<file path="src/rtl/core/gvv_pkg.sv">
// ----------------------------------------------------------------------------
// gvv_pkg
// Shared types and constants of the grid viewshed visibility unit.
// ----------------------------------------------------------------------------
package gvv_pkg;

    localparam int unsigned CoordW = 8;
    localparam int unsigned CountW = 9;
    localparam int unsigned HeightW = 24;
    localparam int unsigned CfgIdxW = 3;
    localparam int unsigned CfgDatW = 24;

    localparam logic [CfgIdxW-1:0] CfgRowCount = 3'd0;
    localparam logic [CfgIdxW-1:0] CfgColCount = 3'd1;
    localparam logic [CfgIdxW-1:0] CfgNoData = 3'd2;
    localparam logic [CfgIdxW-1:0] CfgViewRow = 3'd3;
    localparam logic [CfgIdxW-1:0] CfgViewCol = 3'd4;

    localparam logic [1:0] StHidden = 2'd0;
    localparam logic [1:0] StVisible = 2'd1;
    localparam logic [1:0] StViewNoData = 2'd2;
    localparam logic [1:0] StOutside = 2'd3;

    typedef struct packed {
        logic kind;
        logic [CoordW-1:0] row;
        logic [CoordW-1:0] col;
        logic signed [HeightW-1:0] height;
        logic in_grid;
    } t_cmd;

    typedef enum logic [3:0] {
        S_IDLE,
        S_VP_RD,
        S_VP_WT,
        S_TG_RD,
        S_TG_WT,
        S_PASS,
        S_STEP,
        S_NORM,
        S_RD_LO,
        S_RD_HI,
        S_WT_HI,
        S_MUL,
        S_CMP,
        S_DONE
    } t_state;

endpackage

</file>
<file path="src/rtl/core/gvv_front.sv">
// ----------------------------------------------------------------------------
// gvv_front
// Accept input words, tag each one with its grid-range check and queue them.
// ----------------------------------------------------------------------------
module gvv_front (
    input  logic                      i_clk,
    input  logic                      i_rst_n,
    input  logic                      i_valid,
    output logic                      o_ready,
    input  logic                      i_kind,
    input  logic [gvv_pkg::CoordW-1:0] i_cell_row,
    input  logic [gvv_pkg::CoordW-1:0] i_cell_col,
    input  logic signed [gvv_pkg::HeightW-1:0] i_height,
    input  logic [gvv_pkg::CountW-1:0] i_rows,
    input  logic [gvv_pkg::CountW-1:0] i_cols,
    output logic                      o_cmd_valid,
    input  logic                      i_cmd_ready,
    output gvv_pkg::t_cmd             o_cmd
);
    import gvv_pkg::*;

    t_cmd r_q [2];
    logic r_wp, r_rp;
    logic [1:0] r_cnt;
    t_cmd w_in;
    logic w_push, w_pop;

    assign o_ready = (r_cnt != 2'd2);
    assign o_cmd_valid = (r_cnt != 2'd0);
    assign o_cmd = r_q[r_rp];
    assign w_push = i_valid && o_ready;
    assign w_pop = o_cmd_valid && i_cmd_ready;

    always_comb begin
        w_in.kind = i_kind;
        w_in.row = i_cell_row;
        w_in.col = i_cell_col;
        w_in.height = i_height;
        w_in.in_grid = ({1'b0, i_cell_row} < i_rows) && ({1'b0, i_cell_col} < i_cols);
    end

    always_ff @(posedge i_clk) begin
        if (w_push) begin
            r_q[r_wp] <= w_in;
        end
        if (!i_rst_n) begin
            r_wp <= 1'b0;
            r_rp <= 1'b0;
            r_cnt <= 2'd0;
        end else begin
            if (w_push) r_wp <= ~r_wp;
            if (w_pop) r_rp <= ~r_rp;
            r_cnt <= r_cnt + {1'b0, w_push} - {1'b0, w_pop};
        end
    end

endmodule

</file>
<file path="config.mk">
export PLATFORM = sky130hd
export DESIGN_NAME = gvv_front
export DESIGN_NICKNAME = d
export VERILOG_FILES = /design/src/rtl/core/gvv_pkg.sv /design/src/rtl/core/gvv_front.sv
export SDC_FILE = /design/constraint.sdc
export NUM_CORES = 1
export LEC_CHECK = 0
export BUFFER_PORTS_ARGS = -buffer_cell sky130_fd_sc_hd__buf_2
export CAP_MARGIN = 20
export CELL_PAD_IN_SITES_DETAIL_PLACEMENT = 0
export CELL_PAD_IN_SITES_GLOBAL_PLACEMENT = 1
export CORE_MARGIN = 2
export CORE_UTILIZATION = 45
export CTS_CLUSTER_DIAMETER = 30
export DETAILED_ROUTE_END_ITERATION = 6
export GPL_TIMING_DRIVEN = 0
export MAX_ROUTING_LAYER = met4
export PLACE_DENSITY_LB_ADDON = 0.1
export SETUP_SLACK_MARGIN = 0.5
export SYNTH_ARGS = -nofsm -noshare
export SYNTH_HDL_FRONTEND = slang
export SYNTH_SLANG_ARGS = --single-unit
</file>
<file path="constraint.sdc">
create_clock -name i_clk -period 8.1 [get_ports i_clk]
set_input_delay 0.81 -clock i_clk [delete_from_list [all_inputs] [get_ports i_clk]]
set_output_delay 0.81 -clock i_clk [all_outputs]
set_load 0.01 [all_outputs]
</file>
==> results.cfg <==
[outcome]
status = finished clean

[logic_synthesis]
synth-async-reset-ratio_pct = 0
synth_nets = 284
syn_area_um2 = 3655
synth.avg_cell_area_um2 = 17.83
synth_edf_count = 84
netlist_instances = 205
synth-seq-cells = 89
yosysWarnings = 0
synthFlopType = edfxtp_1
synth_cell_types = 29
yosysSeqAreaShare_pct = 71.76

[clock_network]
cts.htree.levels = 3
clkSinkCount = 89
cts_resized = 0
clockBufferDepth = 2
cts_tree = built
ctsHoldBuffers = 0
cts_root_buf = clkbuf_8
clk_latency_ns = 0.34
path_clk_slew_ns = 0.08
cts_setup_buffers = 0
cts_buffers = 9

[setup_path]
cp_cell_sequence = buf_2 > buf_6 > mux2_2 > buf_2
cp_max_fo = 10
worst-path-buf-inv = 3
cpLargestDelayFamily = buffers and inverters
cp-start-kind = flop
slowest_delay_ns = 0.35
cp_slowest_cell = mux2_2
cp_data_required_time_ns = 7.29
critical_path_class = flop to primary output
arrival_ns = 1.54
cp-end-kind = primary output
path_common_cell = buf_2

[grt]
antenna_found_initial = 0
grt_pass1_wl_mm = 9.625
overflow = 0
grt_max_degree = 27
grt_pass1_vias = 2092
grt.total_usage_pct = 15.01

[timing]
tns_ns = 0
period_share_pct = 28.96
maxSlewViolCount = 0
max_slew_margin_pct = 60.69
hold_violations = 0
worst_pin_slew_ns = 0.5897
skew_ns = 0.006246
post-route-min-period_ns = 2.346
finalWorstSetupSlack_ns = 5.754
finalSetupViolations = 0
rsz0062_at_grt = false
max_freq_mhz = 426.3

[final_layout]
multi_input_area_um2 = 930.9
n_antenna_cell = 0
regArea_um2 = 2623
post_route_cells_drive_above_1_share_pct = 53.50
fin_nets = 403
fillers = 633
synthToLayoutAreaGrowth_pct = 25.54

[routing]
ant_nets = 0
drc = 0
drt-total-wl_mm = 6.263
wire_per_inst_um = 14.53
vias = 2054
viasPerCell = 4.766
first_pass_iters = 4
drt_iter0_markers = 60

[die]
dieHeight_um = 94.12
dieArea_um2 = 8859
initial_core_util_pct = 46.81
core-area_um2 = 7807
row_count = 32
boundaryPins = 107
die_w_um = 94.12

[pwr]
vdd_ir_drop_max_mv = 0.09601
power.density_nw_per_um2 = 278.6
p_leak_uw = 0.001844

[placed_design]
pre_cts_ws_ns = 5.971
portBuffers = 106
place.gp.congestion = 0.7151
dp_hpwl_mm = 4.537

[run]
drv_cap = 0

[worst_hold_path]
min_path_type = flop to flop
[kinds of logic (layout without fill, tap and decap cells)]
logic type	Yosys count	in the layout	share of synthesized area (%)
flip-flops	89	89	71.76
buffers and inverters	21	145	3.013
adder cells (fa/ha/maj)	16	16	5.478
AND/OR/NAND/NOR	18	18	3.081
multiplexers	42	42	12.94
AO/OA/AOI/OAI	15	15	2.568
XOR/XNOR	4	4	1.164
[cell type report]
cell class                 count  area share [%]
buffer                         5           1.091
clock buffer                   9           2.700
clock inverter                 7           2.073
inverter                      16           1.309
multi-input combinational     95           20.29
sequential                    89           57.16
tap                          102           2.782
timing repair buffer         108           12.60
[sequential cells by signal (all words and copies together), names as in the netlist, named ones only]
register and cells:
r_q 84, r_rp 1, r_cnt 2, r_wp 1
[per-stage QoR]
step	cell area, um2	power, uW	hold WS [ns]	utilization (%)	cells
5_1_grt	4588	1343	0.5852	58.77	431
4_1_cts	4588	1295	0.5633	58.77	431
6_report	4588	1278	0.5630	58.77	431
3_5_place_dp	4369	971.6	0.5503	55.96	415
3_3_place_gp	4313	959.7	0.5429	55.24	413
2_1_floorplan	3655	835.3	0.5274	-	205
[power by group]
part	switching (uW)	internal (uW)	total (uW)
combinational	178	176	354
clock	151	173	324
sequential	17.0	584	600
[routing by layer]
layer  routed length, um  up-vias  GRT usage [%]
li1                    -     1012              -
met1                2703      955          17.41
met2                3088       76          25.24
met3                 342       11          2.809
met4                 127        0          7.246
met5                   0        -              -
[worst register-to-register path: stages, from the launching register on]
cell and delay, ns:
dfxtp_1 0.33, or2_1 0.24, and2_4 0.18, ha_1 0.26
inv_1 0.04, ha_1 0.17, xnor2_1 0.13, xnor2_1 0.12
and2_1 0.14
[cells in the final DEF, fill, tap and decap left out, drive strengths merged, types with 2 or more instances in the layout]
| cell type | Yosys | routed |
|---|---|---|
| nand2b | 2 | 2 |
| and2 | 4 | 4 |
| xnor2 | 4 | 4 |
| buf | 5 | 113 |
| o21ai | 4 | 4 |
| inv | 16 | 16 |
| edfxtp | 84 | 84 |
| clkbuf | 0 | 9 |
| nor2b | 2 | 2 |
| dfxtp | 5 | 5 |
| clkinvlp | 0 | 3 |
| nand3 | 2 | 2 |
| nand2 | 2 | 2 |
| bufinv | 0 | 2 |
| a21oi | 7 | 7 |
| ha | 16 | 16 |
| clkinv | 0 | 2 |
| mux2 | 42 | 42 |
[path summary, 6_finish.rpt]
check             startpoint   endpoint  slack, ns  depth (start not counted)
setup reg to reg    r_cnt[1]   r_cnt[1]       6.38                          8
hold reg to reg         r_rp       r_rp       0.56                          2
hold / removal          r_rp       r_rp       0.56                          2
setup / recovery        flop  o_cmd[40]       5.75                          4
[synth_stat cells, drive strengths merged (2+ instances only)]
master   n  area, um2
and2     4      27.53
o21ai    4      20.01
xnor2    4      42.55
buf      5      50.04
nand2b   2      12.51
a21oi    7      38.79
nor2b    2      12.51
dfxtp    5      100.1
nand3    2      10.01
mux2    42      473.0
inv     16      60.06
edfxtp  84       2522
nand2    2      7.510
ha      16      200.2
Note: power is estimated with default switching activity, not from simulation.
